--- src/rtl/ttc_pkg.sv ---
package ttc_pkg;

   // number of edges of a triangle
   localparam int EDGE_COUNT = 3;

   // coverage mask width on the result port, fixed for tiles up to 4x4
   localparam int MASK_BITS = 16;

   typedef logic [MASK_BITS-1:0] mask_type;

endpackage

--- src/rtl/ttc_edge_setup.sv ---
module ttc_edge_setup
   import ttc_pkg::*;
#(
   parameter int COORD_BITS = 12
) (
   input  logic signed [COORD_BITS-1:0]   start_x,
   input  logic signed [COORD_BITS-1:0]   start_y,
   input  logic signed [COORD_BITS-1:0]   end_x,
   input  logic signed [COORD_BITS-1:0]   end_y,
   input  logic        [COORD_BITS-2:0]   origin_x,
   input  logic        [COORD_BITS-2:0]   origin_y,
   output logic signed [COORD_BITS:0]     edge_a,
   output logic signed [COORD_BITS:0]     edge_b,
   output logic signed [2*COORD_BITS+3:0] edge_w
);

   localparam int AW = COORD_BITS + 1;
   localparam int PW = 2 * COORD_BITS;
   localparam int TW = 2 * COORD_BITS + 1;
   localparam int EW = 2 * COORD_BITS + 4;

   logic signed [AW-1:0] start_x_ext;
   logic signed [AW-1:0] start_y_ext;
   logic signed [AW-1:0] end_x_ext;
   logic signed [AW-1:0] end_y_ext;
   logic signed [COORD_BITS-1:0] origin_x_s;
   logic signed [COORD_BITS-1:0] origin_y_s;
   logic signed [PW-1:0] cross_p;
   logic signed [PW-1:0] cross_q;
   logic signed [TW-1:0] term_a;
   logic signed [TW-1:0] term_b;
   logic signed [EW-1:0] cross_p_ext;
   logic signed [EW-1:0] cross_q_ext;
   logic signed [EW-1:0] term_a_ext;
   logic signed [EW-1:0] term_b_ext;

   // sign extension of the vertex coordinates, origin is non-negative
   assign start_x_ext = AW'(start_x);
   assign start_y_ext = AW'(start_y);
   assign end_x_ext   = AW'(end_x);
   assign end_y_ext   = AW'(end_y);
   assign origin_x_s  = $signed({1'b0, origin_x});
   assign origin_y_s  = $signed({1'b0, origin_y});

   // edge coefficients a = yi - yj, b = xj - xi
   assign edge_a = start_y_ext - end_y_ext;
   assign edge_b = end_x_ext - start_x_ext;

   // one rank of multipliers: constant term and origin terms in parallel
   assign cross_p = PW'(start_x) * PW'(end_y);
   assign cross_q = PW'(start_y) * PW'(end_x);
   assign term_a  = TW'(edge_a) * TW'(origin_x_s);
   assign term_b  = TW'(edge_b) * TW'(origin_y_s);

   // edge value at the tile origin
   assign cross_p_ext = EW'(cross_p);
   assign cross_q_ext = EW'(cross_q);
   assign term_a_ext  = EW'(term_a);
   assign term_b_ext  = EW'(term_b);
   assign edge_w = term_a_ext + term_b_ext + cross_p_ext - cross_q_ext;

endmodule

--- config.mk ---
export PLATFORM = sky130hd
export DESIGN_NAME = ttc_edge_setup
export DESIGN_NICKNAME = d
export VERILOG_FILES = /design/src/rtl/ttc_pkg.sv /design/src/rtl/ttc_edge_setup.sv
export SDC_FILE = /design/constraint.sdc
export NUM_CORES = 2
export LEC_CHECK = 0
export ABC_AREA = 1
export BUFFER_PORTS_ARGS = -buffer_cell sky130_fd_sc_hd__buf_2
export CAP_MARGIN = 0
export CORE_MARGIN = 10
export CORE_UTILIZATION = 40
export DETAILED_ROUTE_END_ITERATION = 10
export GPL_TIMING_DRIVEN = 0
export PLACE_DENSITY_LB_ADDON = 0.3
export SYNTH_ARGS = -nofsm -noshare
export SYNTH_HDL_FRONTEND = slang
export SYNTH_SLANG_ARGS = --single-unit
--- constraint.sdc ---
create_clock -name vclk -period 44.1
set_clock_uncertainty 0.05 [all_clocks]
set_input_delay 11.025 -clock vclk [all_inputs]
set_output_delay 11.025 -clock vclk [all_outputs]
set_load 0.01 [all_outputs]
Word-level counts from Yosys, hierarchy flattened
Cells that the tools add are included.

Register bits after elaboration: 0. Bits in latches: 0. RAM bits: 0. Bits in read-only memories: 0. Input bits: 70. Logic and storage cells: 9. Memories kept: 0.

Add/sub/neg operators: 5. Multipliers: 4. Div/mod/pow operators: 0. Magnitude comparators: 0. Equal/unequal tests: 0. Shift-type cells: 0. Multiplexer cells: 0. Bitwise gates (word level): 0. Reductions and logical operators: 0.

Operator list (number): 13-bit by 12-bit multiplier with 25-bit output (2); 12-bit by 12-bit multiplier with 24-bit output (2); 27-bit by 24-bit subtractor with 28-bit output (1); 26-bit by 24-bit adder with 27-bit output (1); 25-bit by 25-bit adder with 26-bit output (1); 12-bit by 12-bit subtractor with 13-bit output (2).

Depth between registers and ports, before layout
Depth after elaboration: 5. Gate-level depth with buffers: 41.

Least setup slack after synthesis
OpenSTA, ideal clock, no wires.

Path type: input-to-output. Start: in start_y[0]. End: out edge_w[19]. Data arrival time: 18.838 ns. Data required time: 33.025 ns. Slack: 14.187 ns. Cell stages on the path: 34. Buffers on the path: 1. Cells stage by stage: clkbuf_1 > inv_1 > ha_1 > fa_1 > inv_1 > nand3_1 > nand2_1 > nand3_1 > nand4_1 > nand2_2 > inv_1 > nand2_1 > fa_1 > fa_1 > inv_1 > fa_1 > inv_1 > fa_1 > inv_1 > fa_1 > fa_1 > fa_1 > fa_1 > inv_1 > fa_1 > inv_1 > ha_1 > nand2_1 > nor2_1 > inv_1 > nor2_1 > nand4_1 > nand3b_1 > xor2_1.

Cells in the longest elaborated chain, start to end: 5.

RTL lines: from (decl) (line ttc_edge_setup.sv:7) `input logic signed [COORD_BITS-1:0] start_y,`; 12-bit by 12-bit subtractor with 13-bit output (line ttc_edge_setup.sv:46) `assign edge_a = start_y_ext - end_y_ext;`; named net edge_a[12] (line ttc_edge_setup.sv:12) `output logic signed [COORD_BITS:0] edge_a,`; 13-bit by 12-bit multiplier with 25-bit output (line ttc_edge_setup.sv:52) `assign term_a = TW'(edge_a) * TW'(origin_x_s);`; 25-bit by 25-bit adder with 26-bit output (line ttc_edge_setup.sv:60) `assign edge_w = term_a_ext + term_b_ext + cross_p_ext - cross_q_ext;`; 26-bit by 24-bit adder with 27-bit output (line ttc_edge_setup.sv:60); 27-bit by 24-bit subtractor with 28-bit output (line ttc_edge_setup.sv:60); to (decl) (line ttc_edge_setup.sv:14) `output logic signed [2*COORD_BITS+3:0] edge_w`.

The timed path passes the listed nets, and every way through them passes these cells.

Worst setup path in the final report
Start: in start_y[0]. End: out edge_w[27].

Cells in the longest elaborated chain, start to end: 5.

RTL lines (line): 12-bit by 12-bit subtractor with 13-bit output (ttc_edge_setup.sv:46); 13-bit by 12-bit multiplier with 25-bit output (ttc_edge_setup.sv:52); 25-bit by 25-bit adder with 26-bit output (ttc_edge_setup.sv:60); 26-bit by 24-bit adder with 27-bit output (ttc_edge_setup.sv:60); 27-bit by 24-bit subtractor with 28-bit output * (ttc_edge_setup.sv:60).

Mark *: on every way between the ends. The rest lies on a longest branch, timed or not.

==> flow_summary_export.csv <==
group,metric,value,unit
run_status,status,"finished clean",
yosys,netlist_top_cells_area,"fa_1 (56%), inv_1 (15%), ha_1 (11%)",
timing,max_freq,31.6,MHz
yosys,syn_area_per_cell,8.36,um^2
floorplan,die_w,273,um
cells_and_area,area_growth,6.40,%
critical_path,end_kind,"primary output",
cells_and_area,final_cell_mix,"inv_1 (994), fa_1 (716), nand2_1 (636), ha_1 (221), nor2_1 (200)",
routing,vias,19000,
hold_path,hp-class,"primary input to primary output",
timing,rsz0062_at_grt,"false",
timing,finalCritPeriodShare,0.717,
floorplan,pin_count,124,
yosys,syn-num-nets,4074,
cells_and_area,n_clock_buffer,0,
routing,drt-total-wl,71600,um
yosys,synth_top_family_by_area,"adder cells",
timing,period_minus_slack,31640,ps
routing,first_pass_iters,5,
yosys,synth_seq_area_share,0,
routing,drc,0,
yosys,yosysWarnings,0,
critical_path,crit_slowest_cell,"fa_1",
floorplan,die_y,273,um
critical_path,arrival,20570,ps
clocking,postCtsHoldBufs,0,
cells_and_area,nets,4191,
cells_and_area,fillers,6562,
yosys,synth_xor_xnor_area_share,0.00859,
routing,drt.antenna.violating_nets,0,
yosys,synth_compound_area_frac,0.0162,
routing,wire_per_inst,17.8,um
critical_path,critical-path-max-stage-delay,670,ps
floorplan,start_util,0.405,
place,hpwl,66300,um
critical_path,startpoint_type,"primary input",
timing,maxSlewHeadroom,0.266,
yosys,synth.distinct_cells,34,
critical_path,path_max_fanout,10,
run,cap_viol_max_count,0,
floorplan,core,63300,um^2
grt,grt_pass1_vias,20000,
timing,worst_pin_slew,1090,ps
critical_path,cp.required,33020,ps
grt,grt_pass1_wl,113000,um
yosys,yosys.area.top_type,"fa_1",
clocking,cts_resized,0,
timing,maxSlewViolCount,0,
timing,setup_tns,0,ps
clocking,cts_setup_buffers,0,
yosys,netlist_area,25600,um^2
routing,first_iter_violations,1112,
yosys,synth.mux.area_fraction,0,
cells_and_area,layout.area.seq,0,um^2
floorplan,row_count,92,
place,globalplace.congestion,0.924,
cells_and_area,layout_commonest_cell,"inv_1",
critical_path,crit_top_cell,"fa_1",
cells_and_area,n_sequential_cell,0,
yosys,synth-simple-area-share,0.149,
timing,hold_viol,0,
grt,grt_overflow,0,
cells_and_area,multi_input_area,21600,um^2
timing,setup_viol,0,
grt,antenna_found_initial,13,
yosys,synth_top_area_frac,0.559,
place,numPortBuffers,115,
grt,grt_max_degree,14,
floorplan,die_area,74600,um^2
grt,grt_usage,0.198,
critical_path,critPathKind,"primary input to primary output",
yosys,synthCells,3067,
yosys,synthAdderAreaFrac,0.667,
cells_and_area,final_layout_size_suffix_gt1_frac,0.0528,
routing,viasPerCell,4.72,
[Yosys cell counts]
master and number:
clkinv_1 2, xor2_4 1, nand4_1 21, nor2_4 1, nand2_4 7, or2_1 5, nor2_2 3, or2_2 4
o21ai_0 23, ha_1 221, nand3_1 42, or2_4 3, nand2_2 9, o21ai_1 3, nor2_1 200, inv_2 14
o211ai_1 1, o21bai_1 6, nor3_1 3, inv_1 994, conb_1 1, nand2_1 636, fa_1 716, nand3_2 3
and2_1 1, and3_1 1, clkbuf_1 69, inv_4 5, a21oi_2 2, nand4_2 1, a21oi_1 43, xnor2_1 7
nand3b_1 4, xor2_1 15
[per-layer routing]
| layer | global-route usage | vias to the layer above | wire length (um) |
|---|---|---|---|
| li1 | - | 8783 | - |
| met1 | 0.254 | 9565 | 28300 |
| met2 | 0.345 | 550 | 36400 |
| met3 | 0.0250 | 112 | 4370 |
| met4 | 0.0528 | 20 | 2420 |
| met5 | 0 | - | 123 |
[final timing paths]
path                        from    endpoint  slack, ps  cells after the start
worst max-delay path  start_y[0]  edge_w[27]      12460                     37
worst min-delay path    end_x[0]   edge_w[0]      22800                      6
[per-stage QoR]
stage	hold WS, ps	util	instances	cell area, um^2	setup WS, ps
2_1_floorplan	22370	-	3067	25600	14190
3_3_place_gp	22840	0.431	4028	27300	12460
3_5_place_dp	22820	0.431	4028	27300	12480
4_1_cts	22820	0.431	4028	27300	12420
5_1_grt	22840	0.431	4031	27300	11890
6_report	22800	0.431	4031	27300	12460
[cell families after synthesis]
family / count (synthesis)
other: 1
AND/OR/NAND/NOR: 944
adder cells (fa/ha/maj): 937
AO/OA/AOI/OAI: 78
buffers and inverters: 1084
XOR/XNOR: 23
[critical path, delay by kind of cell]
| kind | cells | cell delay [ps] |
|---|---|---|
| buf+inv | 11 | 1690 |
| fa+ha+maj | 12 | 5880 |
| simple gates | 14 | 1960 |
[final cells by class]
| type | count | area share |
|---|---|---|
| timing repair buffer | 115 | 0.0211 |
| multi-input combinational | 1983 | 0.790 |
| buffer | 69 | 0.00949 |
| tap | 846 | 0.0388 |
| inverter | 1015 | 0.140 |
| antenna | 3 | 0.000275 |
Power is not shown: default switching activity piles up to over one toggle a cycle in this logic, so the estimate is an artifact.
